**src/hw/rtl/mchm_pkg.sv**
```systemverilog
`timescale 1ns / 1ps
package mchm_pkg;

  localparam int unsigned MAX_CHANNELS = 8;
  localparam logic [31:0] TICK_FREQ_RESET = 32'd1000;
  localparam logic [9:0]  MS_PER_SEC = 10'd1000;

  localparam logic [1:0] CMD_TICK      = 2'd0;
  localparam logic [1:0] CMD_HEARTBEAT = 2'd1;
  localparam logic [1:0] CMD_PROCESS   = 2'd2;
  localparam logic [1:0] CMD_REGISTER  = 2'd3;

  localparam logic [1:0] KIND_REG     = 2'd0;
  localparam logic [1:0] KIND_REPORT  = 2'd1;
  localparam logic [1:0] KIND_SUMMARY = 2'd2;

  localparam logic [1:0] STAT_OK      = 2'd0;
  localparam logic [1:0] STAT_INVALID = 2'd1;
  localparam logic [1:0] STAT_FULL    = 2'd2;

  localparam logic [1:0] LS_STARTING = 2'd0;
  localparam logic [1:0] LS_ONLINE   = 2'd1;
  localparam logic [1:0] LS_OFFLINE  = 2'd2;

  localparam logic CFG_TICK_FREQ = 1'b0;
  localparam logic CFG_WATCHDOG  = 1'b1;

  typedef struct packed {
    logic [1:0]  command;
    logic [2:0]  channel;
    logic [31:0] tmo_msec;
    logic        required;
  } in_item_t;

  typedef struct packed {
    logic [1:0]  kind;
    logic [1:0]  status;
    logic [2:0]  channel_res;
    logic [1:0]  channel_state;
    logic [31:0] offline_msec;
    logic        went_online;
    logic        went_offline;
    logic        all_required_online;
    logic        watchdog_refresh;
    logic        last;
  } out_item_t;

endpackage

```
**src/hw/rtl/mchm_div.sv**
```systemverilog
`timescale 1ns / 1ps
// Restoring divider: 42-bit dividend by 32-bit divisor, one quotient bit per cycle.
module mchm_div (
  input  logic        clk,
  input  logic        rst,
  input  logic        start,
  input  logic [41:0] dividend,
  input  logic [31:0] divisor,
  output logic        done,
  output logic [31:0] quotient
);
  logic [41:0] quo;
  logic [31:0] rem;
  logic [5:0]  cnt;
  logic        run;
  logic [32:0] trial;
  logic [32:0] diff;

  assign trial = {rem, quo[41]};
  // the partial remainder stays below the divisor, so a borrow means no fit
  assign diff = trial - {1'b0, divisor};
  assign quotient = quo[31:0];

  always_ff @(posedge clk) begin
    if (rst) begin
      run <= 1'b0;
      done <= 1'b0;
      cnt <= '0;
    end else begin
      done <= 1'b0;
      if (start) begin
        run <= 1'b1;
        cnt <= 6'd42;
        quo <= dividend;
        rem <= '0;
      end else if (run) begin
        // shift one dividend bit in, subtract when it fits
        if (!diff[32]) begin
          rem <= diff[31:0];
          quo <= {quo[40:0], 1'b1};
        end else begin
          rem <= trial[31:0];
          quo <= {quo[40:0], 1'b0};
        end
        cnt <= cnt - 6'd1;
        if (cnt == 6'd1) begin
          run <= 1'b0;
          done <= 1'b1;
        end
      end
    end
  end
endmodule

```
**src/hw/rtl/multi_channel_heartbeat_monitor_core.sv**
```systemverilog
`timescale 1ns / 1ps
// Multi-channel heartbeat timeout monitor.
// Command channel: an item (command, channel, tmo_msec, required) is taken
// on a clock edge with start high and busy low. Tick and heartbeat finish at
// the accepting edge, give no result and never raise busy. Register and an
// empty pass leave busy low and show their one result in the next cycle.
// A process pass walks every registered channel: each channel runs a
// restoring division (elapsed * 1000 / tick_freq_hz) on the shared divider,
// skipped when tick_freq_hz is 0; busy stays high for the whole pass, and
// each report follows its channel.
// Each report is shown for one cycle on res with res_valid; the final result
// of an item has last set. The receiver cannot stall; results are never held.
// Configuration: cfg_valid/cfg_ready with cfg_index (0 tick_freq_hz,
// 1 watchdog_enable) and cfg_data; cfg_ready is always high.
// Reset (rst, synchronous) clears the tick counter, the channel count and
// restores tick_freq_hz to 1000 and watchdog_enable to 0. Channel entries are
// written at registration and read only below the channel count.
module multi_channel_heartbeat_monitor_core (
  input  logic                clk,
  input  logic                rst,
  input  logic                start,
  output logic                busy,
  input  mchm_pkg::in_item_t  cmd,
  output logic                res_valid,
  output mchm_pkg::out_item_t res,
  input  logic                cfg_valid,
  output logic                cfg_ready,
  input  logic                cfg_index,
  input  logic [31:0]         cfg_data
);
  import mchm_pkg::*;

  localparam int unsigned CW = (MAX_CHANNELS > 1) ? $clog2(MAX_CHANNELS) : 1;
  localparam int unsigned NW = $clog2(MAX_CHANNELS + 1);

  localparam logic [1:0] S_IDLE = 2'd0;
  localparam logic [1:0] S_DIV  = 2'd1;
  localparam logic [1:0] S_WAIT = 2'd2;
  localparam logic [1:0] S_EVAL = 2'd3;

  logic [31:0] tick_freq;
  logic        wd_en;
  logic [31:0] now_ticks;
  logic [NW-1:0] channel_count;

  logic [31:0] last_seen [MAX_CHANNELS];
  logic [31:0] tmo_mem   [MAX_CHANNELS];
  logic        hb_seen   [MAX_CHANNELS];
  logic        req_mem   [MAX_CHANNELS];
  logic [1:0]  lstate    [MAX_CHANNELS];

  logic [1:0]    state;
  logic [NW-1:0] idx;
  logic          allreq;
  logic [31:0]   elapsed;
  logic          div_start, div_done;
  logic [31:0]   div_q;
  logic [31:0]   ms;
  logic [CW-1:0] ci;
  logic          fresh, late;

  assign cfg_ready = 1'b1;
  assign busy = (state != S_IDLE);
  assign ci = idx[CW-1:0];

  mchm_div u_div (
    .clk(clk), .rst(rst), .start(div_start),
    .dividend({10'd0, elapsed} * {32'd0, MS_PER_SEC}),
    .divisor(tick_freq), .done(div_done), .quotient(div_q)
  );

  assign div_start = (state == S_DIV) && (tick_freq != '0);
  assign ms = (tick_freq == '0) ? elapsed : div_q;
  assign fresh = hb_seen[ci] && (ms <= tmo_mem[ci]);
  assign late = ms > tmo_mem[ci];

  always_ff @(posedge clk) begin
    if (rst) begin
      tick_freq <= TICK_FREQ_RESET;
      wd_en <= 1'b0;
    end else if (cfg_valid) begin
      // write register by index
      if (cfg_index == CFG_TICK_FREQ) tick_freq <= cfg_data;
      else wd_en <= cfg_data[0];
    end
  end

  always_ff @(posedge clk) begin
    out_item_t res_next;
    logic      valid_next;
    if (rst) begin
      state <= S_IDLE;
      now_ticks <= '0;
      channel_count <= '0;
      res_valid <= 1'b0;
      idx <= '0;
      allreq <= 1'b0;
    end else begin
      res_next = '0;
      valid_next = 1'b0;
      case (state)
        S_IDLE: begin
          if (start) begin
            case (cmd.command)
              CMD_TICK: now_ticks <= now_ticks + 32'd1;
              CMD_HEARTBEAT: begin
                // stamp only registered channels
                if ({{NW{1'b0}}, cmd.channel} < {3'd0, channel_count} &&
                    NW'(cmd.channel) < NW'(MAX_CHANNELS)) begin
                  last_seen[cmd.channel[CW-1:0]] <= now_ticks;
                  hb_seen[cmd.channel[CW-1:0]] <= 1'b1;
                end
              end
              CMD_REGISTER: begin
                valid_next = 1'b1;
                res_next.kind = KIND_REG;
                res_next.last = 1'b1;
                if (cmd.tmo_msec == '0) begin
                  res_next.status = STAT_INVALID;
                end else if (channel_count >= NW'(MAX_CHANNELS)) begin
                  res_next.status = STAT_FULL;
                end else begin
                  res_next.status = STAT_OK;
                  res_next.channel_res = 3'(channel_count);
                  last_seen[channel_count[CW-1:0]] <= now_ticks;
                  hb_seen[channel_count[CW-1:0]] <= 1'b0;
                  lstate[channel_count[CW-1:0]] <= LS_STARTING;
                  tmo_mem[channel_count[CW-1:0]] <= cmd.tmo_msec;
                  req_mem[channel_count[CW-1:0]] <= cmd.required;
                  channel_count <= channel_count + NW'(1);
                end
              end
              default: begin
                if (channel_count == '0) begin
                  valid_next = 1'b1;
                  res_next.kind = KIND_SUMMARY;
                  res_next.all_required_online = 1'b1;
                  res_next.watchdog_refresh = wd_en;
                  res_next.last = 1'b1;
                end else begin
                  idx <= '0;
                  allreq <= 1'b1;
                  elapsed <= now_ticks - last_seen[0];
                  state <= S_DIV;
                end
              end
            endcase
          end
        end
        S_DIV: state <= (tick_freq == '0) ? S_EVAL : S_WAIT;
        S_WAIT: if (div_done) state <= S_EVAL;
        S_EVAL: begin
          // update one channel and emit its report
          valid_next = 1'b1;
          res_next.kind = KIND_REPORT;
          res_next.channel_res = 3'(idx);
          res_next.offline_msec = ms;
          res_next.channel_state = lstate[ci];
          if (fresh) begin
            if (lstate[ci] != LS_ONLINE) begin
              lstate[ci] <= LS_ONLINE;
              res_next.channel_state = LS_ONLINE;
              res_next.offline_msec = '0;
              res_next.went_online = 1'b1;
            end
          end else if (late && lstate[ci] != LS_OFFLINE) begin
            lstate[ci] <= LS_OFFLINE;
            res_next.channel_state = LS_OFFLINE;
            res_next.went_offline = 1'b1;
          end
          if (idx + NW'(1) == channel_count) begin
            res_next.all_required_online = allreq &&
                !(req_mem[ci] && !(fresh || lstate[ci] == LS_ONLINE && !late));
            res_next.watchdog_refresh = wd_en;
            res_next.last = 1'b1;
            state <= S_IDLE;
          end else begin
            if (req_mem[ci] && !(fresh || (lstate[ci] == LS_ONLINE && !late)))
              allreq <= 1'b0;
            idx <= idx + NW'(1);
            elapsed <= now_ticks - last_seen[CW'(idx + NW'(1))];
            state <= S_DIV;
          end
        end
        default: state <= S_IDLE;
      endcase
      res_valid <= valid_next;
      res <= res_next;
    end
  end

  // no item accepted mid-pass
  a_busy_no_idle: assert property (@(posedge clk) disable iff (rst)
    (state == S_WAIT) |-> busy) else $error("busy low during division");
  // channel count never exceeds the table
  a_count_max: assert property (@(posedge clk) disable iff (rst)
    channel_count <= NW'(MAX_CHANNELS)) else $error("channel count overflow");
  // a pass ends with a last result
  a_pass_last: assert property (@(posedge clk) disable iff (rst)
    ($past(state) == S_EVAL && state == S_IDLE) |-> (res_valid && res.last))
    else $error("pass ended without last");
endmodule
```
**config.mk**
```make
export PLATFORM = sky130hd
export DESIGN_NAME = multi_channel_heartbeat_monitor_core
export DESIGN_NICKNAME = d
export VERILOG_FILES = /design/src/hw/rtl/mchm_pkg.sv /design/src/hw/rtl/mchm_div.sv /design/src/hw/rtl/multi_channel_heartbeat_monitor_core.sv
export SDC_FILE = /design/constraint.sdc
export NUM_CORES = 1
export LEC_CHECK = 0
export ABC_AREA = 1
export BUFFER_PORTS_ARGS = -buffer_cell sky130_fd_sc_hd__buf_4
export CORE_ASPECT_RATIO = 0.75
export CORE_MARGIN = 8
export CORE_UTILIZATION = 46
export CTS_CLUSTER_DIAMETER = 100
export DETAILED_ROUTE_END_ITERATION = 8
export PLACE_DENSITY = 0.65
export SETUP_SLACK_MARGIN = 0.05
export SYNTH_ARGS = -nofsm -noshare
export SYNTH_HDL_FRONTEND = slang
export SYNTH_SLANG_ARGS = --single-unit
```
**constraint.sdc**
```tcl
create_clock -name clk -period 12 [get_ports clk]
set_input_delay 0.6 -clock clk [delete_from_list [all_inputs] [get_ports clk]]
set_output_delay 0.6 -clock clk [all_outputs]
set_load 0.01 [all_outputs]
```
==> results of run 1 <==
## how the worst max path moves through the flow
stage	endpoint	cells after the start	slack (ps)
CTS	lstate[0][1]$_DFFE_PP_	18	6280
global placement	lstate[2][0]$_DFFE_PP_	18	6400
floorplan	u_div.quo[0]$_SDFFCE_PP0P_	7	6950
detailed placement	lstate[0][0]$_DFFE_PP_	18	6300
finish	lstate[0][1]$_DFFE_PP_	18	6230
global route	lstate[0][0]$_DFFE_PP_	18	5680
## sequential cells by signal, indices dropped and copies added (netlist names), 8 cells and up, named ones only
name / count
u_div.rem: 32
req_mem: 8
last_seen: 256
res: 46
tick_freq: 32
tmo_mem: 256
now_ticks: 32
u_div.quo: 42
hb_seen: 8
elapsed: 32
lstate: 16
## stage by stage
step,worst slack (ps),hold slack (ps),area (sq um)
CTS,6280,152,46000
finish,6230,191,46000
global route,5680,177,46000
floorplan,6950,439,41100
global placement,6400,466,43300
detailed placement,6300,473,43300
## tightest hold or removal path, delay by kind of cell
| family | cells | cell delay [ps] |
|---|---|---|
| buffers and inverters | 1 | 80 |
| AO/OA/AOI/OAI | 1 | 60 |
| AND/OR/NAND/NOR | 1 | 40 |
## cell usage in the layout (no fill, tap or decap), types with 84 or more instances in the layout
| master | count |
|---|---|
| sky130_fd_sc_hd__nor2_1 | 556 |
| sky130_fd_sc_hd__a21oi_1 | 220 |
| sky130_fd_sc_hd__clkbuf_16 | 85 |
| sky130_fd_sc_hd__inv_1 | 450 |
| sky130_fd_sc_hd__fa_1 | 120 |
| sky130_fd_sc_hd__nand2_1 | 463 |
| sky130_fd_sc_hd__edfxtp_1 | 696 |
| sky130_fd_sc_hd__dfxtp_1 | 84 |
| sky130_fd_sc_hd__buf_4 | 162 |
| sky130_fd_sc_hd__o21ai_0 | 517 |
| sky130_fd_sc_hd__ha_1 | 191 |
## kinds of logic (layout without fill, tap and decap cells)
logic type | Yosys count | in the layout | synth area share, %
compound gates | 966 | 966 | 13.1
other cells | 1 | 2 | 0.00912
fa+ha+maj | 312 | 312 | 11.7
simple gates | 1230 | 1230 | 12.3
xor+xnor | 95 | 95 | 2.02
buf+inv | 614 | 778 | 5.73
flops | 784 | 784 | 55.1
## layout make-up
type | instances | share of cell area, %
repair buffers | 162 | 2.64
clock buffers | 104 | 4.86
diodes | 1 | 0.00544
clock inverters | 50 | 1.01
inverters | 462 | 3.78
well taps | 1164 | 3.16
multi-input cells | 2604 | 35.3
flip-flops and latches | 784 | 49.3
## cells in the mapped netlist (all sizes together), types with 12 or more instances
cell	number	area share, %
a21oi	223	2.7
a221oi	32	0.68
a31oi	23	0.35
buf	32	0.40
clkbuf	120	1.1
dfxtp	88	4.3
edfxtp	696	51
fa	120	5.8
ha	192	5.8
inv	460	4.2
nand2	470	4.3
nand3	77	0.98
nand4	19	0.30
nor2	586	5.5
nor3	33	0.43
nor4	22	0.35
o211ai	12	0.22
o21a	14	0.26
o21ai	523	6.4
o221ai	35	0.75
o22ai	67	1.0
or2	13	0.20
xnor2	40	0.85
xor2	55	1.2
## report_power, final
group,internal [uW],switching [uW],leakage (uW)
sequential,3050,43.1,0.00688
clock,1460,1100,0.00133
combinational,711,1230,0.00928
total,5230,2370,0.0175
## metal layers
| metal | track usage (%) | wire length [um] | up-vias |
|---|---|---|---|
| met5 | 0 | 13 | - |
| met4 | 4.88 | 2050 | 2 |
| met3 | 3.67 | 7550 | 131 |
| met2 | 31.8 | 46500 | 964 |
| met1 | 31.2 | 50500 | 14100 |
| li1 | - | - | 14000 |
==> insert_results.sql, run 1 <==
INSERT INTO impl_metrics (metric_group, metric, value, unit) VALUES
('synth', 'yosysWarnings', '0', ''),
('global_routing', 'grt_pass1_wl', '164000', 'um'),
('cells_and_area', 'post-route-util', '51.7', '%'),
('global_routing', 'first_global_vias', '28100', ''),
('clocking', 'clkTransAtPathRegs', '60', 'ps'),
('synth', 'synth_nets', '4389', ''),
('power_and_ir_drop', 'leakage', '0.0175', 'uW'),
('clocking', 'count_of_hold_fix_buffers_inserted_at_cts', '0', ''),
('sta', 'timing.fmax', '173', 'MHz'),
('sta', 'fin_tns_setup', '0', 'ps'),
('clocking', 'postCtsSetupRepairBufs', '0', ''),
('clocking', 'tritoncts', 'built', ''),
('cells_and_area', 'area.growth.synth_to_final', '12.0', '%'),
('sta', 'maxSlewHeadroom', '30.9', '%'),
('setup_path', 'timing.critical_path.mode_cell', 'sky130_fd_sc_hd__nand2_1', ''),
('placed_design', 'dpl.hpwl', '71000', 'um'),
('clocking', 'maximum_buffer_depth_of_the_clock_tree', '3', ''),
('synth', 'synth-seq-area-share', '55.1', '%'),
('sta', 'setup-violations-final', '0', ''),
('routing', 'drt_iter0_drc', '2998', ''),
('setup_path', 'timing.critical_path.max_delay_family', 'simple AND/OR/NAND/NOR gates', ''),
('sta', 'fin_skew', '23.4', 'ps'),
('hold_path', 'worst_hold_startpoint', 'cfg_data[8]', ''),
('synth', 'yosys.cell_types.count', '62', ''),
('run_status', 'run_status', 'completed', ''),
('run', 'maxcap_violations', '0', ''),
('placed_design', 'port_buffers', '122', ''),
('synth', 'postSynthCellCount', '4002', ''),
('sta', 'final.period_utilization', '48.1', '%'),
('die', 'area_of_the_die', '0.0993', 'sq mm'),
('setup_path', 'crit_path_start_kind', 'flip-flop', ''),
('sta', 'grt_setup_unrepaired', 'false', ''),
('power_and_ir_drop', 'fin_total_pwr', '7600', 'uW'),
('placed_design', 'routabilityCongestion', '0.901', ''),
('cells_and_area', 'fill_cells', '7879', ''),
('placed_design', 'dpl.cell_count', '5176', ''),
('cells_and_area', 'multi_input_comb_area', '0.0162', 'sq mm'),
('die', 'floorplan.initialDensity', '46.2', '%'),
('hold_path', 'hold_depth', '3', ''),
('setup_path', 'path_buf_inv', '3', ''),
('sta', 'hold_violations', '0', ''),
('synth', 'post_synthesis_cell_area', '0.0411', 'sq mm'),
('clocking', 'cts_sinks', '784', ''),
('routing', 'detail_route.drc_violations', '0', ''),
('global_routing', 'grt_max_degree', '91', ''),
('setup_path', 'setup.worst_path.end_class', 'flip-flop', ''),
('setup_path', 'rrSetupSlack', '6230', 'ps'),
('die', 'fp.dieH', '275', 'um'),
('synth', 'synth.ff_latch_count', '784', ''),
('die', 'design.portCount', '124', ''),
('routing', 'routed-via-count', '29200', ''),
('clocking', 'worstSkewPairLatency', '640', 'ps'),
('sta', 'worst_pin_slew', '1030', 'ps'),
('routing', 'postRouteAntennaNets', '0', ''),
('routing', 'wl_per_cell', '20.0', 'um'),
('power_and_ir_drop', 'power.ir.vdd_worst', '0.133', 'mV'),
('setup_path', 'rr_worst_depth', '18', ''),
('global_routing', 'track_usage', '20.9', '%'),
('sta', 'report.final.slew_viol_count', '0', ''),
('cells_and_area', 'layout_cell_share_with_drive_strength_beyond_1', '9.00', '%'),
('setup_path', 'cells_along_the_critical_path', 'inv_4 > buf_4 > o21ai_0 > o221ai_1 > o21ai_0 > ha_1 > nand2_1 > nor2_1 > nand2_1 > nor4_2 > nand2_1 > nand2_1 > nand3_1 > nor2_1 > inv_1 > nand3_1 > nand3_1 > nor2_1', ''),
('synth', 'async_reset_ff_share', '0', '%'),
('clocking', 'cts-root-buf', 'sky130_fd_sc_hd__clkbuf_16', ''),
('synth', 'post_synth.cell_area_avg', '10.3', 'sq um'),
('setup_path', 'timing_worst_setup_path_type', 'reg -> reg', ''),
('hold_path', 'min-delay-path-class', 'in -> reg', ''),
('synth', 'synth_enable_flop_cells', '696', ''),
('hold_path', 'hold_end', 'tick_freq[8]$_SDFFE_PP1P_', ''),
('cells_and_area', 'layout.cells.non_filler', '5331', ''),
('die', 'placement_rows', '95', ''),
('cells_and_area', 'num-nets-final', '4484', '');
Power figures use the tool's default switching activity.
==> run 2, diff against run 1 <==
- ABC_AREA: 1 -> 0
- clock period: 12 -> 5.71 ns (I/O delays scaled with it)
==> insert_results.sql, run 2 <==
INSERT INTO impl_metrics (metric_group, metric, value, unit) VALUES
('power_and_ir_drop', 'power.ir.vdd_worst', '0.287', 'mV'),
('die', 'core-area', '0.0873', 'sq mm'),
('cells_and_area', 'num-nets-final', '3541', ''),
('power_and_ir_drop', 'leakage', '0.0169', 'uW'),
('setup_path', 'crit_required', '6070', 'ps'),
('placed_design', 'dpl.hpwl', '65400', 'um'),
('sta', 'fin_worst_hold_slack', '79.0', 'ps'),
('clocking', 'htreeDepth', '3', ''),
('sta', 'maxSlewHeadroom', '25.0', '%'),
('routing', 'wl_per_cell', '22.2', 'um'),
('sta', 'fin_tns_setup', '0', 'ps'),
('setup_path', 'setup.worst_path.end_class', 'flip-flop', ''),
('run_status', 'run_status', 'completed', ''),
('global_routing', 'first_global_vias', '25900', ''),
('sta', 'fin_crit', '5430', 'ps'),
('routing', 'routed-via-count', '25000', ''),
('global_routing', 'initial_antenna_violation_count', '0', ''),
('placed_design', 'routabilityCongestion', '0.906', ''),
('hold_path', 'hold_depth', '4', ''),
('run', 'maxcap_violations', '0', ''),
('setup_path', 'cells_along_the_critical_path', 'inv_1 > fa_1 > fa_1 > fa_1 > fa_1 > inv_1 > ha_1 > and3_1 > a31oi_1 > a21oi_1 > buf_4 > a211o_1 > a221o_1 > a21oi_1 > xor2_1 > o21ai_0', ''),
('cells_and_area', 'antenna-diode-count', '0', ''),
('clocking', 'tritoncts', 'built', ''),
('clocking', 'cts-root-buf', 'sky130_fd_sc_hd__clkbuf_16', ''),
('routing', 'detail_route.vias_per_cell', '5.71', ''),
('setup_path', 'r2r_start', 'elapsed[4]$_DFFE_PP_', ''),
('routing', 'firstDrtPassIters', '6', ''),
('synth', 'yosys.cell_count.top_type', 'sky130_fd_sc_hd__edfxtp_1', ''),
('die', 'fp.dieH', '272', 'um'),
('clocking', 'worstSkewPairLatency', '660', 'ps'),
('routing', 'drt_iter0_drc', '2218', ''),
('synth', 'synth.top_cells.by_area', 'sky130_fd_sc_hd__edfxtp_1 52%, sky130_fd_sc_hd__mux4_2 7.6%, sky130_fd_sc_hd__fa_1 6.0%, sky130_fd_sc_hd__ha_1 6.0%, sky130_fd_sc_hd__dfxtp_1 4.4%', ''),
('cells_and_area', 'most-common-layout-cells', '696 x sky130_fd_sc_hd__edfxtp_1, 225 x sky130_fd_sc_hd__inv_1, 198 x sky130_fd_sc_hd__nand2_1', ''),
('global_routing', 'grt_pass1_wl', '151000', 'um'),
('die', 'area_of_the_die', '0.0974', 'sq mm'),
('sta', 'final.period_utilization', '95.2', '%'),
('hold_path', 'worst_hold_startpoint', 'cmd[37]', ''),
('synth', 'synth_enable_flop_cells', '696', ''),
('die', 'design.portCount', '124', ''),
('sta', 'setup-violations-final', '0', ''),
('power_and_ir_drop', 'p_per_area', '371', 'mW/mm^2'),
('die', 'placement_rows', '94', ''),
('synth', 'netlist.top_cell.by_area', 'sky130_fd_sc_hd__edfxtp_1', ''),
('synth', 'post_synth.cell_area_avg', '13.8', 'sq um'),
('synth', 'yosys.cell_types.count', '81', ''),
('synth', 'synth_ff_type', 'sky130_fd_sc_hd__edfxtp_1', ''),
('cells_and_area', 'fill_cells', '7148', ''),
('cells_and_area', 'area.growth.synth_to_final', '14.7', '%'),
('placed_design', 'place_worst_setup_slack', '294', 'ps'),
('clocking', 'maximum_buffer_depth_of_the_clock_tree', '3', ''),
('die', 'floorplan.die.width', '358', 'um'),
('placed_design', 'port_buffers', '122', ''),
('routing', 'detail_route.drc_violations', '0', ''),
('sta', 'grt_setup_unrepaired', 'false', ''),
('setup_path', 'worst_setup_path_startpoint', 'elapsed[4]$_DFFE_PP_', ''),
('setup_path', 'crit_path_max_fanout', '5', ''),
('cells_and_area', 'layout_cell_share_with_drive_strength_beyond_1', '16.8', '%'),
('sta', 'fin_skew', '29.8', 'ps'),
('hold_path', 'min-delay-path-class', 'in -> reg', ''),
('routing', 'postRouteAntennaNets', '0', ''),
('sta', 'final_critical_path_setup_slack', '276', 'ps'),
('cells_and_area', 'layout.cell_area.non_filler', '0.0462', 'sq mm'),
('synth', 'postSynthCellCount', '2922', ''),
('synth', 'synth_nets', '3309', ''),
('setup_path', 'timing.critical_path.mode_cell', 'sky130_fd_sc_hd__fa_1', ''),
('cells_and_area', 'layout.cells.non_filler', '4371', ''),
('placed_design', 'dp_area', '0.0430', 'sq mm'),
('synth', 'area_share_of_the_largest_cell_type_after_synthesis', '51.9', '%'),
('cells_and_area', 'layout_commonest_cell', 'sky130_fd_sc_hd__edfxtp_1', ''),
('sta', 'report.final.slew_viol_count', '0', ''),
('routing', 'route.final.wire_length', '97000', 'um'),
('synth', 'yosysWarnings', '0', ''),
('global_routing', 'track_usage', '19.8', '%'),
('global_routing', 'globalRouteOverflowTotal', '0', ''),
('clocking', 'cts_made_buffers', '79', ''),
('synth', 'synth-seq-area-share', '56.2', '%'),
('synth', 'synth_commonest_cells', '696 x sky130_fd_sc_hd__edfxtp_1, 232 x sky130_fd_sc_hd__inv_1, 198 x sky130_fd_sc_hd__nand2_1', ''),
('setup_path', 'timing_worst_setup_path_type', 'reg -> reg', ''),
('setup_path', 'crit_path_start_kind', 'flip-flop', ''),
('setup_path', 'rr_worst_depth', '16', ''),
('placed_design', 'dpl.cell_count', '4158', ''),
('setup_path', 'critical-path-slowest-cell', 'sky130_fd_sc_hd__fa_1', ''),
('synth', 'async_reset_ff_share', '0', '%'),
('sta', 'timing.fmax', '184', 'MHz'),
('sta', 'hold_violations', '0', ''),
('sta', 'worst_pin_slew', '1120', 'ps'),
('synth', 'synth.ff_latch_count', '784', ''),
('clocking', 'clkTransAtPathRegs', '60', 'ps'),
('clocking', 'cts_sinks', '784', ''),
('synth', 'post_synthesis_cell_area', '0.0403', 'sq mm'),
('setup_path', 'timing.critical_path.arrival', '5790', 'ps'),
('die', 'floorplan.initialDensity', '46.2', '%'),
('global_routing', 'grt_max_degree', '77', ''),
('setup_path', 'cpPeakStageDelay', '530', 'ps');
==> run 2: cell types whose count changed in the layout (fill, tap and decap cells not counted), moves of 90 or more <==
cell                      previous run  this run
sky130_fd_sc_hd__nand2_1           463       198
sky130_fd_sc_hd__o21ai_0           517        88
sky130_fd_sc_hd__inv_1             450       225
sky130_fd_sc_hd__mux2i_1             0        90
sky130_fd_sc_hd__mux4_2              0       136
sky130_fd_sc_hd__nor2_1            556       168
==> run 2: cells by family after synthesis <==
| kind of cell | synth area share (%) |
|---|---|
| AOI/OAI and AO/OA | 7.43 |
| xor gates and xnor gates | 2.61 |
| other | 0.00931 |
| and+or+nand+nor | 7.55 |
| adders and majority gates | 11.9 |
| buffers and inverters | 3.25 |
| DFF | 56.2 |
| muxes | 11.0 |
==> run 2: path summary, 6_finish.rpt <==
check	end	slack, ps
worst min register to register	tick_freq[18]$_SDFFE_PP0P_	480
worst min-delay path	now_ticks[0]$_SDFFE_PP0P_	80
worst max-delay path	u_div.quo[39]$_DFFE_PP_	280
worst max register to register	u_div.quo[39]$_DFFE_PP_	280
==> run 2: layout make-up <==
type	instances	area [sq um]	area share (%)
clock buffers	108	2170	4.69
inverters	233	875	1.89
flip-flops and latches	784	22700	49.1
well taps	1152	1440	3.12
multi-input cells	1801	16500	35.7
repair buffers	255	2170	4.70
clock inverters	38	403	0.872
==> run 2: critical path, delay by kind of cell (launching register included) <==
family	cells	cell delay (ps)
XOR/XNOR	1	160
adder cells (fa/ha/maj)	5	2380
AO/OA/AOI/OAI	6	1440
flip-flops	1	480
buffers and inverters	3	420
AND/OR/NAND/NOR	1	240
==> run 2: through the flow <==
| step | power (uW) | utilization (%) |
|---|---|---|
| after floorplan | 10700 | - |
| after global placement | 11900 | 49.2 |
| after detailed placement | 12000 | 49.2 |
| after CTS | 17200 | 52.9 |
| after global routing | 18200 | 52.9 |
| final | 17100 | 52.9 |
==> run 2: per-layer routing <==
layer,vias up,wire length [um],global-route usage (%)
met1,12700,45000,29.4
met5,-,0,0
met4,0,1630,4.10
li1,11400,-,-
met3,111,5870,2.79
met2,764,44500,31.2
==> run 2: power breakdown <==
group	internal, uW	total (uW)	switching (uW)
clock network	2880	5130	2250
registers	6490	6620	134
logic	2270	5380	3110
==> run 2: timing repair <==
action	CTS	global route
hold buffers	67	0
setup buffers	0	0
endpoints found under the setup margin	0	2
hold endpoints to repair	297	0
resized for setup	0	5
